<file path="config.mk">
export PLATFORM = sky130hd
export DESIGN_NAME = speed_gain_schedule_interp_unit
export DESIGN_NICKNAME = d
export VERILOG_FILES = /design/src/rtl/sgsi_pkg.sv /design/src/rtl/sgsi_quot.sv /design/src/rtl/speed_gain_schedule_interp_unit.sv
export VERILOG_INCLUDE_DIRS = /design/src /design/src/rtl
export SDC_FILE = /design/constraint.sdc
export NUM_CORES = 2
export LEC_CHECK = 0
export ABC_AREA = 1
export BUFFER_PORTS_ARGS = -buffer_cell sky130_fd_sc_hd__buf_4
export CORE_MARGIN = 8
export CORE_UTILIZATION = 25
export DETAILED_ROUTE_END_ITERATION = 7
export PLACE_DENSITY = 0.46
export SETUP_SLACK_MARGIN = 0.2
export SYNTH_ARGS = -nofsm -noshare
export SYNTH_HDL_FRONTEND = slang
export SYNTH_SLANG_ARGS = --single-unit
</file>
<file path="constraint.sdc">
create_clock -name clk -period 8.7 [get_ports clk]
set_clock_uncertainty 0.1 [all_clocks]
set_input_delay 1.74 -clock clk [delete_from_list [all_inputs] [get_ports clk]]
set_output_delay 1.74 -clock clk [all_outputs]
set_load 0.1 [all_outputs]
</file>
<file path="src/rtl/speed_gain_schedule_interp_unit_assert.svh">
// Assertion macros for the gain schedule unit; clk and rst are taken from the enclosing module.
`ifndef SPEED_GAIN_SCHEDULE_INTERP_UNIT_ASSERT_SVH
`define SPEED_GAIN_SCHEDULE_INTERP_UNIT_ASSERT_SVH

`ifndef NO_ASSERTIONS

`define SGSI_ASSERT_IMP(lbl, ante, cons) \
  lbl: assert property (@(posedge clk) disable iff (rst) (ante) |-> (cons)) \
    else $error("sgsi: implication check failed");

`define SGSI_ASSERT_NXT(lbl, ante, cons) \
  lbl: assert property (@(posedge clk) disable iff (rst) (ante) |=> (cons)) \
    else $error("sgsi: next-cycle check failed");

`else

`define SGSI_ASSERT_IMP(lbl, ante, cons)
`define SGSI_ASSERT_NXT(lbl, ante, cons)

`endif

`endif

</file>
<file path="src/rtl/sgsi_pkg.sv">
`timescale 1ns / 1ps
package sgsi_pkg;

  localparam int ROM_ROWS      = 16;
  localparam int TABLE_ENTRIES = 16;
  localparam int USED_ROWS     = (TABLE_ENTRIES > ROM_ROWS) ? ROM_ROWS :
                                 ((TABLE_ENTRIES < 2) ? 2 : TABLE_ENTRIES);
  localparam int SEGS          = ROM_ROWS - 1;
  localparam int SEG_W         = $clog2(ROM_ROWS);

  localparam int SPD_W  = 16;
  localparam int KP_W   = 14;
  localparam int KI_W   = 13;
  localparam int GAIN_W = (KP_W > KI_W) ? KP_W : KI_W;
  // widest segment is 2000 rpm
  localparam int OFF_W  = 11;
  localparam int PROD_W = OFF_W + GAIN_W;

  // quotient = (prod * rcp) >> RCP_SHIFT, short by at most one
  localparam int          RCP_SHIFT = PROD_W;
  localparam int          RCP_W     = 20;
  localparam int unsigned RCP_ONE   = 32'd1 << RCP_SHIFT;

  localparam logic [SPD_W-1:0] SPD_TAB [ROM_ROWS] = '{
    16'd0,    16'd100,  16'd250,  16'd500,  16'd750,  16'd1000, 16'd1500, 16'd2000,
    16'd2500, 16'd3000, 16'd3500, 16'd4000, 16'd5000, 16'd6000, 16'd8000, 16'd10000
  };

  localparam logic [KP_W-1:0] KP_TAB [ROM_ROWS] = '{
    14'd14336, 14'd14336, 14'd13107, 14'd11469, 14'd10240, 14'd9011, 14'd7373, 14'd6144,
    14'd4915,  14'd4096,  14'd3277,  14'd2662,  14'd2048,  14'd1638, 14'd1229, 14'd1024
  };

  localparam logic [KI_W-1:0] KI_TAB [ROM_ROWS] = '{
    13'd7864, 13'd7864, 13'd7209, 13'd6554, 13'd5898, 13'd5243, 13'd4260, 13'd3604,
    13'd2949, 13'd2294, 13'd1966, 13'd1638, 13'd1311, 13'd983,  13'd655,  13'd524
  };

  localparam logic [OFF_W-1:0] DX_TAB [SEGS] = '{
    11'd100, 11'd150, 11'd250, 11'd250, 11'd250, 11'd500,  11'd500, 11'd500,
    11'd500, 11'd500, 11'd500, 11'd1000, 11'd1000, 11'd2000, 11'd2000
  };

  localparam logic [RCP_W-1:0] RCP_TAB [SEGS] = '{
    RCP_W'(RCP_ONE / 100),  RCP_W'(RCP_ONE / 150),  RCP_W'(RCP_ONE / 250),
    RCP_W'(RCP_ONE / 250),  RCP_W'(RCP_ONE / 250),  RCP_W'(RCP_ONE / 500),
    RCP_W'(RCP_ONE / 500),  RCP_W'(RCP_ONE / 500),  RCP_W'(RCP_ONE / 500),
    RCP_W'(RCP_ONE / 500),  RCP_W'(RCP_ONE / 500),  RCP_W'(RCP_ONE / 1000),
    RCP_W'(RCP_ONE / 1000), RCP_W'(RCP_ONE / 2000), RCP_W'(RCP_ONE / 2000)
  };

  typedef struct packed {
    logic s3;
    logic s4;
  } sgsi_load_t;

endpackage

</file>
<file path="src/rtl/sgsi_quot.sv">
`timescale 1ns / 1ps
module sgsi_quot import sgsi_pkg::*; (
  input  logic              clk,
  input  sgsi_load_t        load,
  input  logic [PROD_W-1:0] prod,
  input  logic [SEG_W-1:0]  seg,
  output logic [GAIN_W-1:0] quot
);

  logic [PROD_W+RCP_W-1:0]  full;
  logic [GAIN_W-1:0]        est_next;
  logic [PROD_W-1:0]        prod3;
  logic [GAIN_W-1:0]        est;
  logic [SEG_W-1:0]         seg3;
  logic [GAIN_W+OFF_W-1:0]  back;
  logic [PROD_W-1:0]        rem;
  logic [GAIN_W-1:0]        quot_next;

  assign full     = (PROD_W+RCP_W)'(prod) * (PROD_W+RCP_W)'(RCP_TAB[seg]);
  assign est_next = full[RCP_SHIFT +: GAIN_W];

  always_ff @(posedge clk) begin
    if (load.s3) begin
      prod3 <= prod;
      est   <= est_next;
      seg3  <= seg;
    end
  end

  assign back      = (GAIN_W+OFF_W)'(est) * (GAIN_W+OFF_W)'(DX_TAB[seg3]);
  assign rem       = prod3 - PROD_W'(back);
  assign quot_next = (rem >= PROD_W'(DX_TAB[seg3])) ? GAIN_W'(est + 1'b1) : est;

  always_ff @(posedge clk) begin
    if (load.s4) begin
      quot <= quot_next;
    end
  end

endmodule

</file>
<file path="src/rtl/speed_gain_schedule_interp_unit.sv">
`timescale 1ns / 1ps
// channel  valid      ready      payload
// in       in_valid   in_ready   speed (s16)
// out      out_valid  out_ready  kp_q12 (u14), ki_q16 (u13)
//
// Five register stages: segment search, offset x slope, reciprocal multiply,
// remainder correction, gain sum. One request per cycle while the output is not stalled.
// rst clears the stage valid bits only.
// A stall holds each occupied stage; empty stages still fill behind it.
`include "speed_gain_schedule_interp_unit_assert.svh"
module speed_gain_schedule_interp_unit import sgsi_pkg::*; (
  input  logic                    clk,
  input  logic                    rst,
  input  logic                    in_valid,
  output logic                    in_ready,
  input  logic signed [SPD_W-1:0] speed,
  output logic                    out_valid,
  input  logic                    out_ready,
  output logic [KP_W-1:0]         kp_q12,
  output logic [KI_W-1:0]         ki_q16
);

  logic v1, v2, v3, v4, v5;
  logic rdy1, rdy2, rdy3, rdy4, rdy5;

  assign rdy5     = !v5 || out_ready;
  assign rdy4     = !v4 || rdy5;
  assign rdy3     = !v3 || rdy4;
  assign rdy2     = !v2 || rdy3;
  assign rdy1     = !v1 || rdy2;
  assign in_ready = rdy1;
  assign out_valid = v5;

  always_ff @(posedge clk) begin
    if (rst) begin
      v1 <= 1'b0;
      v2 <= 1'b0;
      v3 <= 1'b0;
      v4 <= 1'b0;
      v5 <= 1'b0;
    end else begin
      if (rdy1) v1 <= in_valid;
      if (rdy2) v2 <= v1;
      if (rdy3) v3 <= v2;
      if (rdy4) v4 <= v3;
      if (rdy5) v5 <= v4;
    end
  end

  // stage 1: magnitude and segment search
  logic [SPD_W-1:0] neg_spd;
  logic [SPD_W-1:0] mag_next;
  logic [SEG_W-1:0] seg_next;
  logic             hi_next;
  logic [SPD_W-1:0] mag1;
  logic [SEG_W-1:0] seg1;
  logic             hi1;

  assign neg_spd  = SPD_W'(-speed);
  assign mag_next = speed[SPD_W-1] ? neg_spd : SPD_W'(speed);
  assign hi_next  = mag_next >= SPD_TAB[USED_ROWS-1];

  always_comb begin
    seg_next = '0;
    for (int i = 1; i < USED_ROWS - 1; i++) begin
      if (mag_next >= SPD_TAB[i]) seg_next = SEG_W'(i);
    end
  end

  always_ff @(posedge clk) begin
    if (rdy1) begin
      mag1 <= mag_next;
      seg1 <= seg_next;
      hi1  <= hi_next;
    end
  end

  // stage 2: offset into segment times |dy|; above range the offset is the full width
  logic [SEG_W-1:0]  seg1_up;
  logic [OFF_W-1:0]  off;
  logic [KP_W-1:0]   dkp;
  logic [KI_W-1:0]   dki;
  logic [PROD_W-1:0] pkp_next;
  logic [PROD_W-1:0] pki_next;
  logic [PROD_W-1:0] pkp2;
  logic [PROD_W-1:0] pki2;
  logic [SEG_W-1:0]  seg2;

  assign seg1_up = seg1 + SEG_W'(1);
  assign off = hi1 ? DX_TAB[seg1] : OFF_W'(mag1 - SPD_TAB[seg1]);
  assign dkp = (KP_TAB[seg1_up] < KP_TAB[seg1]) ? KP_TAB[seg1] - KP_TAB[seg1_up]
                                                : KP_TAB[seg1_up] - KP_TAB[seg1];
  assign dki = (KI_TAB[seg1_up] < KI_TAB[seg1]) ? KI_TAB[seg1] - KI_TAB[seg1_up]
                                                : KI_TAB[seg1_up] - KI_TAB[seg1];
  assign pkp_next = PROD_W'(off) * PROD_W'(dkp);
  assign pki_next = PROD_W'(off) * PROD_W'(dki);

  always_ff @(posedge clk) begin
    if (rdy2) begin
      pkp2 <= pkp_next;
      pki2 <= pki_next;
      seg2 <= seg1;
    end
  end

  // stages 3 and 4: exact floor division by the segment width
  sgsi_load_t       load;
  logic [GAIN_W-1:0] qkp;
  logic [GAIN_W-1:0] qki;
  logic [SEG_W-1:0]  seg3;
  logic [SEG_W-1:0]  seg4;

  assign load.s3 = rdy3;
  assign load.s4 = rdy4;

  sgsi_quot u_quot_kp (
    .clk  (clk),
    .load (load),
    .prod (pkp2),
    .seg  (seg2),
    .quot (qkp)
  );

  sgsi_quot u_quot_ki (
    .clk  (clk),
    .load (load),
    .prod (pki2),
    .seg  (seg2),
    .quot (qki)
  );

  always_ff @(posedge clk) begin
    if (rdy3) seg3 <= seg2;
    if (rdy4) seg4 <= seg3;
  end

  // stage 5: y0 +/- quotient
  logic [SEG_W-1:0] seg4_up;
  logic [KP_W-1:0]  kp_next;
  logic [KI_W-1:0]  ki_next;

  assign seg4_up = seg4 + SEG_W'(1);
  assign kp_next = (KP_TAB[seg4_up] < KP_TAB[seg4]) ? KP_TAB[seg4] - KP_W'(qkp)
                                                    : KP_TAB[seg4] + KP_W'(qkp);
  assign ki_next = (KI_TAB[seg4_up] < KI_TAB[seg4]) ? KI_TAB[seg4] - KI_W'(qki)
                                                    : KI_TAB[seg4] + KI_W'(qki);

  always_ff @(posedge clk) begin
    if (rdy5) begin
      kp_q12 <= kp_next;
      ki_q16 <= ki_next;
    end
  end

  `SGSI_ASSERT_IMP(a_seg_range, v1, seg1 <= SEG_W'(USED_ROWS - 2))
  `SGSI_ASSERT_NXT(a_stage_hold, v3 && !rdy4, v3)
  `SGSI_ASSERT_IMP(a_kp_bounds, v5, kp_q12 <= KP_TAB[0] && kp_q12 >= KP_TAB[USED_ROWS-1])
  `SGSI_ASSERT_IMP(a_ki_bounds, v5, ki_q16 <= KI_TAB[0] && ki_q16 >= KI_TAB[USED_ROWS-1])

endmodule
</file>
**Word level (Yosys, flattened, before mapping)**

Memory sizes are Yosys's and may differ from the RTL's.
Index checks and enable logic that the tools add are counted.

- Memories kept: 12
- Bits in registers: 213
- ROM bits: 2656
- Bits of input ports: 20
- Logic and storage cells: 147
- Output and inout port bits: 29

Memories:

| memory | depth | bits a word | rd ports | clocked after memory_dff | write ports | RTL line | RTL |
|---|---|---|---|---|---|---|---|
| (no name shown) | 16 | 20 | 1 | 0 | 0 | sgsi_quot.sv:19 | `assign full = (PROD_W+RCP_W)'(prod) * (PROD_W+RCP_W)'(RCP_TAB[seg]);` |
| (no name shown) | 16 | 16 | 1 | 0 | 0 | speed_gain_schedule_interp_unit.sv:90 | `assign off = hi1 ? DX_TAB[seg1] : OFF_W'(mag1 - SPD_TAB[seg1]);` |
| (no name shown) | 16 | 14 | 1 | 0 | 0 | speed_gain_schedule_interp_unit.sv:144 | `: KP_TAB[seg4] + KP_W'(qkp);` |
| (no name shown) | 16 | 14 | 1 | 0 | 0 | speed_gain_schedule_interp_unit.sv:143 | `assign kp_next = (KP_TAB[seg4_up] < KP_TAB[seg4]) ? KP_TAB[seg4] - KP_W'(qkp)` |
| (no name shown) | 16 | 14 | 1 | 0 | 0 | speed_gain_schedule_interp_unit.sv:92 | `: KP_TAB[seg1_up] - KP_TAB[seg1];` |
| (no name shown) | 16 | 14 | 1 | 0 | 0 | speed_gain_schedule_interp_unit.sv:92 |  |
| 6 more memories | n/a | n/a | n/a | n/a | n/a | n/a |  |

- Add/sub/neg operators: 16
- Magnitude comparators: 27
- Bitwise gates (word level): 6
- Multiply operators: 6
- Reduce and logical (&&, ||, !) cells: 12
- Mux-type cells: 45

Operators with widths:

| cell | number |
|---|---|
| $mux W14 | 11 |
| $mux W13 | 11 |
| $mux W11 | 7 |
| $ge A16 B12 Y1 const B | 4 |
| $ge A25 B11 Y1 | 2 |
| $mul A14 B11 Y25 | 2 |
| $ge A16 B13 Y1 const B | 3 |
| $sub A14 B14 Y14 | 3 |
| $mux W20 | 2 |
| $mul A24 B20 Y39 | 1 |
| $mul A25 B20 Y39 | 1 |
| $sub A13 B13 Y13 | 3 |
| $ge A16 B10 Y1 const B | 2 |
| $ge A16 B11 Y1 const B | 2 |
| $ge A5 B5 Y1 const B | 6 |
| $not A4 Y5 | 6 |
| $lt A14 B14 Y1 | 2 |
| $lt A13 B13 Y1 | 2 |
| $mul A11 B14 Y25 | 1 |
| $sub A24 B25 Y25 | 1 |
| $sub A25 B25 Y25 | 1 |
| $mul A11 B13 Y24 | 1 |
| $mux W4 | 6 |
| $ge A16 B14 Y1 const B | 1 |
| 18 further kinds | 31 |

**Logic depth before layout (Yosys ltp)**

- Word-level depth: 16
- Gate-level depth with buffers: 55
- Gate-level depth less buffers: 53

**Hierarchy**

A second synthesis with hierarchy kept.

- Cells, all modules: 8364
- Area, all modules: 66306.1 um2

Modules (own cells, without submodules):

| module | instances | cells an instance | area each (um2) | seq. area each (um2) |
|---|---|---|---|---|
| sgsi_quot at u_quot_kp | 1 | 2862 | 23242.3 | 1711.6 |
| sgsi_quot at u_quot_ki | 1 | 2896 | 23176.0 | 1711.6 |
| speed_gain_schedule_interp_unit | 1 | 2606 | 19887.8 | 3223.1 |

**Worst setup path after synthesis**

No wires, ideal clock.

- Kind: register to register
- Start point: register seg1[2]
- End point: register pkp2[23], data pin
- Library setup time: 0.258 ns
- Buffers on the path: 4
- Clock period less this slack: 8.634 ns
- Setup slack: 0.066 ns
- Arrival time: 8.276 ns
- Cell stages (with the launch flop): 44
- Data required time: 8.342 ns
- Cells stage by stage: edfxtp_1 clkinv_1 clkbuf_1 ha_1 buf_1 a21oi_1 o21ai_0 nand2_1 inv_1 ha_1 buf_2 nand2_1 o21ai_1 a21oi_2 o21ai_1 nand2_1 nand2_1 a21oi_4 [... 8 more ...] inv_1 fa_1 fa_1 inv_1 fa_1 inv_1 ha_1 a21oi_1 o21a_1 o21ai_1 a21o_1 a21oi_1 o21ai_1 a21boi_0 o21ai_1 nand3_1 nand2_1 xor2_1

- Longest elaborated chain between the ends: 8
- Elaborated cells on any way between the ends: 22
- Classes of those cells: 4 x add/sub; 1 x mul; 1 x order compare; 10 x mux; 2 x bitwise; 4 x memory

RTL lines:

| what | RTL line | RTL |
|---|---|---|
| start, declared | speed_gain_schedule_interp_unit.sv:56 | `logic [SEG_W-1:0] seg1;` |
| start signal, assigned | speed_gain_schedule_interp_unit.sv:73 | `seg1 <= seg_next;` |
| $add A4 B1 Y4 | speed_gain_schedule_interp_unit.sv:89 | `assign seg1_up = seg1 + SEG_W'(1);` |
| $not A4 Y5 (implied by the code) | speed_gain_schedule_interp_unit.sv:91, speed_gain_schedule_interp_unit.sv:92 |  |
| $mem_v2 Z16 W14 | n/a |  |
| $mux W14 (implied by the code) (2 in a row) | speed_gain_schedule_interp_unit.sv:92 |  |
| $sub A14 B14 Y14, or another cell as far along | speed_gain_schedule_interp_unit.sv:92 |  |
| $mux W14 | speed_gain_schedule_interp_unit.sv:91 | `assign dkp = (KP_TAB[seg1_up] < KP_TAB[seg1]) ? KP_TAB[seg1] - KP_TAB[seg1_up]` |
| $mul A11 B14 Y25 * | speed_gain_schedule_interp_unit.sv:95 | `assign pkp_next = PROD_W'(off) * PROD_W'(dkp);` |
| net pkp_next[23] | speed_gain_schedule_interp_unit.sv:83 | `logic [PROD_W-1:0] pkp_next;` |
| end signal, assigned | speed_gain_schedule_interp_unit.sv:100 | `pkp2 <= pkp_next;` |
| end, declared | speed_gain_schedule_interp_unit.sv:85 | `logic [PROD_W-1:0] pkp2;` |

The timed path passes the listed nets; every way through them passes the cells marked *. The select of a mux whose other input is x is not followed.
A chain may end at the register's enable or synchronous reset.

**Final worst setup path**

- Start point: register seg2[0]
- End point: register u_quot_ki.est[13], data pin

- Longest elaborated chain between the ends: 5

RTL lines:

| what | RTL line | RTL |
|---|---|---|
| start, declared | speed_gain_schedule_interp_unit.sv:87 | `logic [SEG_W-1:0] seg2;` |
| start signal, assigned | speed_gain_schedule_interp_unit.sv:102 | `seg2 <= seg1;` |
| $not A4 Y5 (implied by the code) | sgsi_quot.sv:19 |  |
| $mem_v2 Z16 W20 | n/a |  |
| $mux W20 (implied by the code) (2 in a row) | sgsi_quot.sv:19 |  |
| $mul A24 B20 Y39 | sgsi_quot.sv:19 |  |
| net u_quot_ki.full[38] | sgsi_quot.sv:10 | `logic [PROD_W+RCP_W-1:0] full;` |
| end signal, assigned | sgsi_quot.sv:25 | `est <= est_next;` |
| end, declared | sgsi_quot.sv:13 | `logic [GAIN_W-1:0] est;` |

The timed path passes the listed nets, and every way through them passes these cells. The select of a mux whose other input is x is not followed.

==> flow_metrics.tcl <==
set metrics [dict create \
    hold_buffers 0 \
    synth_common_cells "inv_1 (1,975), nand2_1 (1,334), fa_1 (1,189)" \
    layout_min_cycle_time_ns 8.18 \
    vias_per_cell 4.42 \
    slew_viol_final 0 \
    worst_pin_slew_ns 1.05 \
    max_stage_delay_ns 0.58 \
    fill_cells 27700 \
    hold_violations 0 \
    grt_pass1_wl_um 316000 \
    cp_data_arrival_time_ns 8.45 \
    yosysTopAreaCellShare_pct 37.5 \
    drt_wl_total_um 202000 \
    avgRoutedWirePerCell_um 17.8 \
    r2r_cells 33 \
    fin_crit_sh_pct 94.0 \
    required_ns 8.97 \
    cts_tree "yes" \
    cp_max_fo 21 \
    register_area_um2 6350 \
    cap_violations 0 \
    place_congestion 0.904 \
    initial_core_util_pct 25.1 \
    holdCritPathClass "flip-flop to flip-flop" \
    multi_input_area_um2 49200 \
    row_count 185 \
    root_buffer "clkbuf_16" \
    ant_nets 0 \
    synth_edf_count 208 \
    outcome "finished, final reports clean" \
    hold_depth 2 \
    diodes 0 \
    rsz0062_at_grt "yes" \
    fp.dieArea_um2 270000 \
    die-width_um 520 \
    first_pass_iters 6 \
    yosys.area.top_type "fa_1" \
    grt_pass1_vias 54300 \
    design.core.area_um2 253000 \
    clk_latency_ns 0.64 \
    clk_pin_slew_ns 0.06 \
    relSlewSlack_pct 29.5 \
    final-setup-viol-count 0 \
    final.setup.tns_ns 0 \
    path_buf_inv 11 \
    pin_count 49 \
    drc 0 \
    cp_slowest_cell "edfxtp_1" \
    grt_start_max_net_pins 54 \
    grt_usage_pct 14.8 \
    die_h_um 520 \
    overflow 0 \
    netlist_area_um2 63500 \
    fmax_mhz 122 \
    critical_path.startpoint_type "flip-flop" \
    cp.depth 33 \
    hpwlAfterDp_um 175000 \
    path_common_cell "fa_1" \
    yosysMostFrequentCell "inv_1" \
    clk_path_buf_depth 3 \
    synthCells 7825 \
    syn_nets 9729 \
    syn_avg_cell_area_um2 8.11 \
    antenna_found_initial 3 \
    synth_sequential_area_ratio_pct 10.0 \
    ys_seq_elements 213 \
    num_vias 50300 \
    synth_ff_type "edfxtp_1" \
    synth.area.top_cells "fa_1 (38%), ha_1 (14%), inv_1 (12%)" \
    yosysWarnings 0 \
    layout-drive-gt1-share_pct 7.40 \
    critical_path.top_delay_family "adder cells" \
    first_iter_violations 3124 \
    synthArstFlopShare_pct 0 \
    critical_path_class "flip-flop to flip-flop" \
    fin_util_pct 28.0 \
    htreeDepth 1 \
    nNetsFinal 9897 \
    clkSinkCount 213 \
    port_buffers 48 \
    crit_path_end_kind "flip-flop" \
    areaGrowthSynthToFinish_pct 11.9 \
    cts_made_buffers 28 \
    yosysUniqueCellTypes 67 \
]
-- registers in the layout (all words and copies together) (netlist names), 4 cells and up --
signal,flops
seg1,4
kp_q12,14
pki2,24
u_quot_ki.prod3,24
u_quot_kp.prod3,25
mag1,11
seg2,4
pkp2,25
u_quot_ki.est,14
seg3,4
ki_q16,13
u_quot_kp.quot,14
u_quot_ki.quot,13
seg4,4
u_quot_kp.est,14
-- kinds of logic after synthesis --
family,share of synthesized area (%)
buffers and inverters,13.3
xor gates and xnor gates,3.36
AOI/OAI and AO/OA,5.84
adders and majority gates,51.2
muxes,0.0158
DFF,10.0
and+or+nand+nor,16.3
-- what timing repair did --
item	CTS	global route
pin swaps	0	35
endpoints found under the setup margin	8	55
gates resized for setup	8	140
setup buffers	0	24
-- worst paths after layout --
check	slack, ns	start	to
max	0.52	seg2[0]$_DFFE_PP_	u_quot_ki.est[13]$_DFFE_PP_
min	0.37	v3$_SDFFE_PP0P_	v4$_SDFFE_PP0P_
max reg2reg	0.52	seg2[0]$_DFFE_PP_	u_quot_ki.est[13]$_DFFE_PP_
min reg2reg	0.37	v3$_SDFFE_PP0P_	v4$_SDFFE_PP0P_
-- metrics by stage --
stage	instances	setup slack, ns	cell area [µm²]	hold WS [ns]
after floorplan	7825	0.229	63500	0.324
after global placement	11300	0.0125	69400	0.355
after detailed placement	11300	0.0174	69400	0.360
after CTS	11400	0.201	70400	0.371
after global routing	11400	0.106	71000	0.396
final	11400	0.523	71000	0.373
-- cell usage in the layout, fill, tap and decap left out, types with 6 or more instances in the layout --
cell type   count
inv_1        1956
nand2_1      1319
fa_1         1187
nor2_1        953
ha_1          679
buf_4         350
a21oi_1       280
edfxtp_1      208
o21ai_0       175
xor2_1        162
nand3_1       102
xnor2_1        74
nand4_1        58
nor3_1         48
inv_2          28
clkbuf_16      28
a21oi_2        27
clkinv_1       27
nand2_2        21
nor2_2         19
o21ai_1        18
o21a_1         17
a31oi_1        17
nor4_1         17
o211ai_1       16
o21ai_2        15
a21o_1         15
o21bai_1       14
ha_4           11
o31ai_1        10
or2_1          10
clkinvlp_4      9
a211oi_1        9
nand3_2         9
buf_6           9
or2_2           7
o221ai_1        6
nand3b_1        6
-- layer usage --
layer	wire, µm	share of wire, %	track usage (%)
met5	0	0	0
met4	5680	2.8	3.66
met3	9430	4.7	1.62
met2	96500	48	25.5
met1	90500	45	19.7
-- layout make-up --
| class | instances | area share, % |
|---|---|---|
| inverters | 2014 | 10.7 |
| flip-flops and latches | 213 | 8.93 |
| repair buffers | 362 | 3.93 |
| clock buffers | 30 | 0.997 |
| clock inverters | 21 | 0.294 |
| multi-input cells | 5374 | 69.2 |
| well taps | 3366 | 5.93 |
-- worst register-to-register path, delay by kind of cell, from the launching register on --
family,cells,cell delay [ns]
DFF,1,0.58
buffers and inverters,11,1.50
AOI/OAI and AO/OA,6,0.98
adders and majority gates,8,3.86
and+or+nand+nor,7,0.86
xor gates and xnor gates,1,0.09
Power is left out: the tool's default activity adds up to more than one toggle a clock period on the data nets, which glitch-free logic cannot reach.
